===== config.mk =====
export PLATFORM = sky130hd
export DESIGN_NAME = zip64_extra_field_parser_core
export DESIGN_NICKNAME = d
export VERILOG_FILES = /design/src/zxp_pkg.sv /design/src/zip64_extra_field_parser_core.sv /design/src/zxp_step.sv /design/src/zxp_out.sv
export SDC_FILE = /design/constraint.sdc
export NUM_CORES = 2
export LEC_CHECK = 0
export BUFFER_PORTS_ARGS = -buffer_cell sky130_fd_sc_hd__buf_2
export CAP_MARGIN = 10
export CORE_MARGIN = 4
export CORE_UTILIZATION = 38
export CTS_BUF_LIST = sky130_fd_sc_hd__clkbuf_8
export DETAILED_ROUTE_END_ITERATION = 12
export HOLD_SLACK_MARGIN = 0.03
export PLACE_DENSITY = 0.61
export SYNTH_ARGS = -nofsm -noshare
export SYNTH_HDL_FRONTEND = slang
export SYNTH_HIERARCHICAL = 1
export SYNTH_SLANG_ARGS = --single-unit

===== constraint.sdc =====
create_clock -name clk_i -period 9.4 [get_ports clk_i]
set_input_delay 0.47 -clock clk_i [delete_from_list [all_inputs] [get_ports clk_i]]
set_output_delay 0.47 -clock clk_i [all_outputs]
set_load 0.05 [all_outputs]

===== src/zxp_pkg.sv =====
`default_nettype none

package zxp_pkg;

  // Item kinds on the input channel.
  typedef enum logic {
    OP_START = 1'b0,
    OP_BYTE  = 1'b1
  } zxp_op_e;

  // Result status codes.
  typedef enum logic [2:0] {
    ST_OK        = 3'd0,
    ST_TRUNCATED = 3'd1,
    ST_OVERRUN   = 3'd2,
    ST_DUPLICATE = 3'd3,
    ST_SHORT     = 3'd4,
    ST_TRAILING  = 3'd5,
    ST_MISSING   = 3'd6
  } zxp_status_e;

  localparam logic [31:0] WideSentinel = 32'hFFFF_FFFF;
  localparam logic [15:0] DiskSentinel = 16'hFFFF;
  localparam logic [3:0]  WideBytes    = 4'd8;
  localparam logic [3:0]  DiskBytes    = 4'd4;
  localparam logic [15:0] ZipTag       = 16'd1;
  localparam logic [15:0] HeaderBytes  = 16'd4;

  // Value slots, in the order a tag 1 record carries them.
  localparam logic [1:0] SelSize   = 2'd0;
  localparam logic [1:0] SelPacked = 2'd1;
  localparam logic [1:0] SelOffset = 2'd2;
  localparam logic [1:0] SelDisk   = 2'd3;

  typedef struct packed {
    logic [15:0] bytes_remaining;
    logic [1:0]  header_index;
    logic [15:0] record_tag;
    logic [15:0] record_left;
    logic [3:0]  needed_mask;
    logic        found_flag;
    logic [1:0]  value_select;
    logic [2:0]  value_byte_index;
    logic [63:0] size_val;
    logic [63:0] packed_val;
    logic [63:0] offset_val;
    logic [31:0] disk_val;
    zxp_status_e error_code;
    logic        in_body;
    logic        values_done;
  } zxp_state_t;

  typedef struct packed {
    zxp_status_e status;
    logic [63:0] size_val;
    logic [63:0] packed_val;
    logic [63:0] offset_val;
    logic [31:0] disk_val;
  } zxp_result_t;

  // Body bytes taken by the value in a given slot.
  function automatic logic [3:0] value_width(input logic [1:0] sel);
    return (sel == SelDisk) ? DiskBytes : WideBytes;
  endfunction

  // First needed slot at or after from; 4 when there is none.
  function automatic logic [2:0] next_needed(input logic [3:0] mask, input logic [2:0] from);
    logic [2:0] found;
    logic       hit;
    found = 3'd4;
    hit   = 1'b0;
    for (int i = 0; i < 4; i++) begin
      if (!hit && (3'(i) >= from) && mask[i]) begin
        found = 3'(i);
        hit   = 1'b1;
      end
    end
    return found;
  endfunction

  // Replace one byte of a 64-bit word.
  function automatic logic [63:0] put_byte(input logic [63:0] word, input logic [2:0] idx,
                                           input logic [7:0] b);
    logic [63:0] res;
    res = word;
    res[{idx, 3'b000} +: 8] = b;
    return res;
  endfunction

endpackage

`default_nettype wire


===== src/zip64_extra_field_parser_core.sv =====
`default_nettype none

// ZIP64 extended-information extra-field parser. A start item (operation 0)
// opens the extra area of one ZIP header and gives its length together with
// the header's 32-bit sizes and offset and its 16-bit disk number; every
// value that holds its all-ones sentinel is marked as needed. The area then
// follows as byte items (operation 1), and a tag 1 record replaces the needed
// values in the order size, packed size, offset and disk. Other records are
// skipped, and the first error is kept until the area ends. One result item
// is given per completed area: on its last byte, or on the start item itself
// when the length is zero; an area cut short by a new start item gives none.
// Byte items that arrive outside an area are ignored. While input stall is
// low the block takes one item per clock: each item updates the parser
// registers through a single level of counter, compare and byte-merge
// logic, and a completed area's result is registered in a two-entry output
// buffer, which lets input items keep flowing while a result waits to be
// taken; input stall rises only when both entries are occupied.
module zip64_extra_field_parser_core (
  input  logic        clk_i,
  input  logic        rst_ni,
  input  logic        in_valid_i,
  output logic        in_stall_o,
  input  logic        operation_i,
  input  logic [15:0] extra_length_i,
  input  logic [31:0] size_in_i,
  input  logic [31:0] packed_in_i,
  input  logic [31:0] offset_in_i,
  input  logic [15:0] disk_in_i,
  input  logic [7:0]  byte_value_i,
  output logic        out_valid_o,
  input  logic        out_stall_i,
  output logic [2:0]  status_o,
  output logic [63:0] size_out_o,
  output logic [63:0] packed_out_o,
  output logic [63:0] offset_out_o,
  output logic [31:0] disk_out_o
);
  import zxp_pkg::*;

  zxp_state_t  state_q, state_d;
  zxp_result_t step_result;
  zxp_result_t out_data;
  logic        step_emit;
  logic        accept;
  logic        buf_full;

  // An item is taken whenever the output buffer has a free entry.
  assign in_stall_o = buf_full;
  assign accept     = in_valid_i && !buf_full;

  // All parsing for one item happens here, from the current state.
  zxp_step u_step (
    .state_q_i      (state_q),
    .operation_i    (operation_i),
    .extra_length_i (extra_length_i),
    .size_in_i      (size_in_i),
    .packed_in_i    (packed_in_i),
    .offset_in_i    (offset_in_i),
    .disk_in_i      (disk_in_i),
    .byte_value_i   (byte_value_i),
    .state_d_o      (state_d),
    .emit_o         (step_emit),
    .result_o       (step_result)
  );

  // Parser state advances only on an accepted item.
  always_ff @(posedge clk_i or negedge rst_ni) begin
    if (!rst_ni) begin
      state_q <= '0;
    end else if (accept) begin
      state_q <= state_d;
    end
  end

  // Result register with a skid entry behind it.
  zxp_out u_out (
    .clk_i       (clk_i),
    .rst_ni      (rst_ni),
    .push_i      (accept && step_emit),
    .push_data_i (step_result),
    .full_o      (buf_full),
    .out_valid_o (out_valid_o),
    .out_stall_i (out_stall_i),
    .out_data_o  (out_data)
  );

  assign status_o     = out_data.status;
  assign size_out_o   = out_data.size_val;
  assign packed_out_o = out_data.packed_val;
  assign offset_out_o = out_data.offset_val;
  assign disk_out_o   = out_data.disk_val;

endmodule

`default_nettype wire


===== src/zxp_step.sv =====
`default_nettype none

module zxp_step (
  input  zxp_pkg::zxp_state_t  state_q_i,
  input  logic                 operation_i,
  input  logic [15:0]          extra_length_i,
  input  logic [31:0]          size_in_i,
  input  logic [31:0]          packed_in_i,
  input  logic [31:0]          offset_in_i,
  input  logic [15:0]          disk_in_i,
  input  logic [7:0]           byte_value_i,
  output zxp_pkg::zxp_state_t  state_d_o,
  output logic                 emit_o,
  output zxp_pkg::zxp_result_t result_o
);
  import zxp_pkg::*;

  zxp_state_t s;
  logic       do_select;
  logic [2:0] sel_from;
  logic [2:0] nxt;
  logic [2:0] vbi_next;
  logic       emit;

  always_comb begin
    s         = state_q_i;
    emit      = 1'b0;
    do_select = 1'b0;
    sel_from  = 3'd0;
    nxt       = 3'd4;
    vbi_next  = 3'd0;
    if (operation_i == OP_START) begin
      s                 = '0;
      s.error_code      = ST_OK;
      s.bytes_remaining = extra_length_i;
      s.size_val        = {32'd0, size_in_i};
      s.packed_val      = {32'd0, packed_in_i};
      s.offset_val      = {32'd0, offset_in_i};
      s.disk_val        = {16'd0, disk_in_i};
      s.needed_mask     = {disk_in_i == DiskSentinel, offset_in_i == WideSentinel,
                           packed_in_i == WideSentinel, size_in_i == WideSentinel};
      emit              = (extra_length_i == 16'd0);
    end else if (s.bytes_remaining != 16'd0) begin
      if (s.error_code == ST_OK) begin
        if (!s.in_body) begin
          if (s.header_index == 2'd0 && s.bytes_remaining < HeaderBytes) begin
            s.error_code = ST_TRUNCATED;
          end else begin
            case (s.header_index)
              2'd0:    s.record_tag = {8'd0, byte_value_i};
              2'd1:    s.record_tag[15:8] = byte_value_i;
              2'd2:    s.record_left = {8'd0, byte_value_i};
              default: s.record_left[15:8] = byte_value_i;
            endcase
            s.header_index = s.header_index + 2'd1;
            if (s.header_index == 2'd0) begin
              // The remaining count still includes this byte.
              if (s.record_left > s.bytes_remaining - 16'd1) begin
                s.error_code = ST_OVERRUN;
              end else begin
                s.in_body = 1'b1;
                if (s.record_tag == ZipTag) begin
                  if (s.found_flag) begin
                    s.error_code = ST_DUPLICATE;
                  end
                  s.found_flag = 1'b1;
                  if (s.error_code == ST_OK) begin
                    do_select = 1'b1;
                    sel_from  = 3'd0;
                  end
                end
                if (s.record_left == 16'd0) begin
                  s.in_body      = 1'b0;
                  s.header_index = 2'd0;
                end
              end
            end
          end
        end else begin
          s.record_left = s.record_left - 16'd1;
          if (s.record_tag == ZipTag && !s.values_done) begin
            case (s.value_select)
              SelSize:   s.size_val   = put_byte(s.size_val, s.value_byte_index, byte_value_i);
              SelPacked: s.packed_val = put_byte(s.packed_val, s.value_byte_index, byte_value_i);
              SelOffset: s.offset_val = put_byte(s.offset_val, s.value_byte_index, byte_value_i);
              default: begin
                s.disk_val[{s.value_byte_index[1:0], 3'b000} +: 8] = byte_value_i;
              end
            endcase
            vbi_next           = s.value_byte_index + 3'd1;
            s.value_byte_index = vbi_next;
            if (vbi_next == 3'd0 || {1'b0, vbi_next} == value_width(s.value_select)) begin
              do_select = 1'b1;
              sel_from  = {1'b0, s.value_select} + 3'd1;
            end
          end
          if (s.record_left == 16'd0) begin
            s.in_body      = 1'b0;
            s.header_index = 2'd0;
          end
        end
        // Move on to the next needed value and check that the body can hold it.
        if (do_select) begin
          nxt                = next_needed(s.needed_mask, sel_from);
          s.value_byte_index = 3'd0;
          if (nxt[2]) begin
            s.values_done  = 1'b1;
            s.value_select = SelSize;
            if (s.record_left != 16'd0) begin
              s.error_code = ST_TRAILING;
            end
          end else begin
            s.values_done  = 1'b0;
            s.value_select = nxt[1:0];
            if (s.record_left < {12'd0, value_width(nxt[1:0])}) begin
              s.error_code = ST_SHORT;
            end
          end
        end
      end
      s.bytes_remaining = s.bytes_remaining - 16'd1;
      emit              = (s.bytes_remaining == 16'd0);
    end
  end

  always_comb begin
    result_o.status = s.error_code;
    if (s.error_code == ST_OK && s.needed_mask != 4'd0 && !s.found_flag) begin
      result_o.status = ST_MISSING;
    end
    result_o.size_val   = s.size_val;
    result_o.packed_val = s.packed_val;
    result_o.offset_val = s.offset_val;
    result_o.disk_val   = s.disk_val;
  end

  assign state_d_o = s;
  assign emit_o    = emit;

endmodule

`default_nettype wire


===== src/zxp_out.sv =====
`default_nettype none

module zxp_out (
  input  logic                 clk_i,
  input  logic                 rst_ni,
  input  logic                 push_i,
  input  zxp_pkg::zxp_result_t push_data_i,
  output logic                 full_o,
  output logic                 out_valid_o,
  input  logic                 out_stall_i,
  output zxp_pkg::zxp_result_t out_data_o
);
  import zxp_pkg::*;

  logic        out_valid_q, out_valid_d;
  logic        skid_valid_q, skid_valid_d;
  zxp_result_t out_data_q, out_data_d;
  zxp_result_t skid_data_q, skid_data_d;
  logic        out_free;

  // The main register can take a new result when it is empty or being drained.
  assign out_free = !out_valid_q || !out_stall_i;

  always_comb begin
    out_valid_d  = out_valid_q;
    out_data_d   = out_data_q;
    skid_valid_d = skid_valid_q;
    skid_data_d  = skid_data_q;
    if (out_free) begin
      if (skid_valid_q) begin
        out_valid_d  = 1'b1;
        out_data_d   = skid_data_q;
        skid_valid_d = 1'b0;
      end else begin
        out_valid_d = push_i;
        out_data_d  = push_data_i;
      end
    end else if (push_i) begin
      skid_valid_d = 1'b1;
      skid_data_d  = push_data_i;
    end
  end

  always_ff @(posedge clk_i or negedge rst_ni) begin
    if (!rst_ni) begin
      out_valid_q  <= 1'b0;
      skid_valid_q <= 1'b0;
    end else begin
      out_valid_q  <= out_valid_d;
      skid_valid_q <= skid_valid_d;
    end
  end

  always_ff @(posedge clk_i) begin
    out_data_q  <= out_data_d;
    skid_data_q <= skid_data_d;
  end

  assign full_o      = skid_valid_q;
  assign out_valid_o = out_valid_q;
  assign out_data_o  = out_data_q;

endmodule

`default_nettype wire


==> results.cfg <==
[grt]
grt_pass1_vias = 24300
grt_pass1_wl_mm = 159
grt_antenna_before_repair = 9
overflow = 0
grt_max_degree = 141
use_met1 = 0.283
grtUsageMet3 = 0.0503
track_usage = 0.205
use_met2 = 0.311
busiest_layer = met2

[min_path]
hold_depth = 3
hold_end = u_out/skid_data_q[168]$_DFFE_PP_
hp-start = size_in_i[8]
hold_class = in2reg

[clock_tree]
cts_max_level = 4
cts_setup_buffers = 0
cts_root_buf = clkbuf_8
max-clock-path-buffers = 3
cts_tree = built
clk_pin_slew_ps = 60
clkLatencyLatePin_ps = 810
cts.sinks = 745
cts_buffers = 134

[yosys]
ys.flop_type = edfxtp_1
yosysSeqAreaShare = 0.556
yosys_warnings = 6
synthDistinctLibCells = 73
ys_ff_latch = 745
synth-simple-area-share = 0.103
synth_top_family_by_area = multiplexers
synthArstFlopShare = 0.391
synth-compound-area-share = 0.0719
synthMuxAreaShare = 0.174
yosysMostFrequentCell = edfxtp_1
syn-instance-count = 3090
yosys.area_share.adder = 0.0130
yosys-top-cells-area = edfxtp_1 (36%), dfrtp_1 (19%), mux2_2 (13%)
synth_enable_flop_cells = 454
synthXorXnorAreaFrac = 0.00536
syn_nets = 3270
synth_area_mm2 = 0.0376
synth_top_area_share = 0.363
synth_top_area_cell = edfxtp_1
syn_avg_cell_area_um2 = 12.2
ys_top_cells_by_count = edfxtp_1 (454), mux2_2 (425), a21oi_1 (329), dfrtp_1 (291), nor2_1 (261)

[cells_and_area]
nets = 3440
syn2layout_area_growth_pct = 11.0
drive_above_1_share = 0.352
final_util = 0.425

[routing]
drtAntennaViolNets = 0
drc = 0
vias = 25200
firstDrtPassIters = 6
routed_via_density = 5.41
wl_per_cell_um = 23.4
drtIter0Drc = 2485
wl_mm = 109

[worst_setup_path]
timing.rr.start = state_q[276]$_DFFE_PN0P_
path_depth = 11
worstRegToRegCells = 11
critPathCaptureType = flip-flop
path_common_cell = or4_1
cp-start-kind = flip-flop
crit_slowest_cell = or4_1
r2r_end = u_out/skid_data_q[103]$_DFFE_PP_
crit_family = simple AND/OR/NAND/NOR gates
arrival_ps = 5730
path_cells = or4_1 -> or4_1 -> nor2_1 -> nand2_1 -> nor3_1 -> xnor2_1 -> nand4_1 -> o31ai_1 -> and2_1 -> and3_4 -> buf_4
required_ps = 9780
max_stage_delay_ps = 790
worst-r2r-setup-slack_ps = 4060
criticalPathCategory = reg2reg
cp_num_buf_inv = 1
cp_max_fo = 60

[timing]
tns_ps = 0
tightest_slew_ps = 1140
fin_crit_sh = 0.569
holdWs_ps = 116
hold_violations = 0
slew_headroom = 0.242
drv_slew = 0
setup_viol = 0
fmax_ghz = 0.187
finalCriticalPeriod_ps = 5340
clock_skew_ps = 53.1
rsz0062_at_grt = no
worst_slack_ps = 4060

[placed_design]
post-place-ws_ps = 4130
hpwl_mm = 68.5
place.gp.congestion = 0.874
port_buffers = 369

[floorplan]
core_mm2 = 0.0983
dieArea_mm2 = 0.104
num_io_pins = 370
die_w_um = 323
die_y_um = 323
rows = 115
initial_core_util = 0.383

[power_and_ir_drop]
ir_worst_vdd_mv = 0.108
power.density_mw_per_mm2 = 213
power.leakage_uw = 0.0171

[run]
drv_cap = 0

[outcome]
status = complete, no violations
[tightest hold or removal path, delay by kind of cell]
kind,cells,cell delay [ps]
buffers and inverters,1,110
AND/OR/NAND/NOR,1,90
AO/OA/AOI/OAI,1,70
[sequential cells by signal, indices dropped and copies added (netlist names)]
name,count
u_out/skid_data_q,227
u_out/full_o,1
u_out/out_valid_o,1
u_out/out_data_o,227
state_q,289
[metal layers]
layer	wire length (um)	part of all wire
met2	48900	0.45
met3	8560	0.078
met4	4010	0.037
met1	47700	0.44
met5	58	0.00053
[report_power, final]
group	internal, uW	leakage (uW)	switching (uW)
clock network	1560	0.00151	1400
registers	3700	0.00836	213
logic	798	0.00719	1220
total	6050	0.0171	2840
[repair_timing]
| action | 4_1_cts | 5_1_grt |
|---|---|---|
| hold buffers | 44 | 0 |
| setup endpoints to repair | 0 | 0 |
| hold endpoints to repair | 147 | 0 |
| gates resized for setup | 0 | 0 |
[cell usage in the layout (no fill, tap or decap), types with 5 or more instances in the layout]
master	n
edfxtp_1	454
mux2_2	425
buf_2	367
a21oi_1	329
dfrtp_1	290
nor2_1	260
nand2_1	229
clkbuf_8	148
mux2_4	99
inv_1	83
nand4_1	70
or2_2	51
nand3_1	47
dlygate4sd3_1	44
nor4_1	43
ha_1	39
buf_4	34
nor3_1	33
mux2i_1	27
a211oi_1	26
o21ai_0	20
clkinv_2	18
or4_1	16
clkinv_1	15
xnor2_1	13
and3_1	12
a31oi_1	11
xor2_1	10
and2_1	9
o31ai_1	9
a22o_1	9
a22oi_1	9
nor3b_1	8
nand2b_1	8
o2bb2ai_1	7
clkinvlp_4	5
[worst max-delay path by stage]
stage,to,startpoint
3_3_place_gp,u_out/skid_data_q[114]$_DFFE_PP_,state_q[276]$_DFFE_PN0P_
4_1_cts,u_out/skid_data_q[103]$_DFFE_PP_,state_q[276]$_DFFE_PN0P_
2_1_floorplan,u_out/skid_data_q[0]$_DFFE_PP_,state_q[276]$_DFFE_PN0P_
6_report,u_out/skid_data_q[103]$_DFFE_PP_,state_q[276]$_DFFE_PN0P_
3_5_place_dp,u_out/skid_data_q[108]$_DFFE_PP_,state_q[276]$_DFFE_PN0P_
5_1_grt,u_out/skid_data_q[103]$_DFFE_PP_,state_q[276]$_DFFE_PN0P_
[per-stage QoR]
step | area [um^2] | total power, uW | cells
after floorplan | 37600 | 5500 | 3090
after global placement | 38700 | 5930 | 4367
after detailed placement | 38700 | 5940 | 4367
after CTS | 41700 | 8960 | 4656
after global routing | 41800 | 9340 | 4657
final | 41800 | 8890 | 4658
[cell type report]
class                      instances  area, um^2
fill                            9171       56500
clock buffer                     147        2020
clock inverter                    98         547
tap                             1287        1610
sequential                       745       20900
inverter                          33         129
antenna                            2        5.00
timing repair buffer             451        2640
multi-input combinational       1895       13900
[cells by family (layout without fill, tap and decap cells)]
kind of cell	count (synthesis)	in the layout
simple gates	818	818
flops	745	745
mux	551	551
compound gates	464	464
buf+inv	450	729
fa+ha+maj	39	39
xor+xnor	23	23
other cells	0	2
Note: power is estimated with default switching activity, not from simulation.
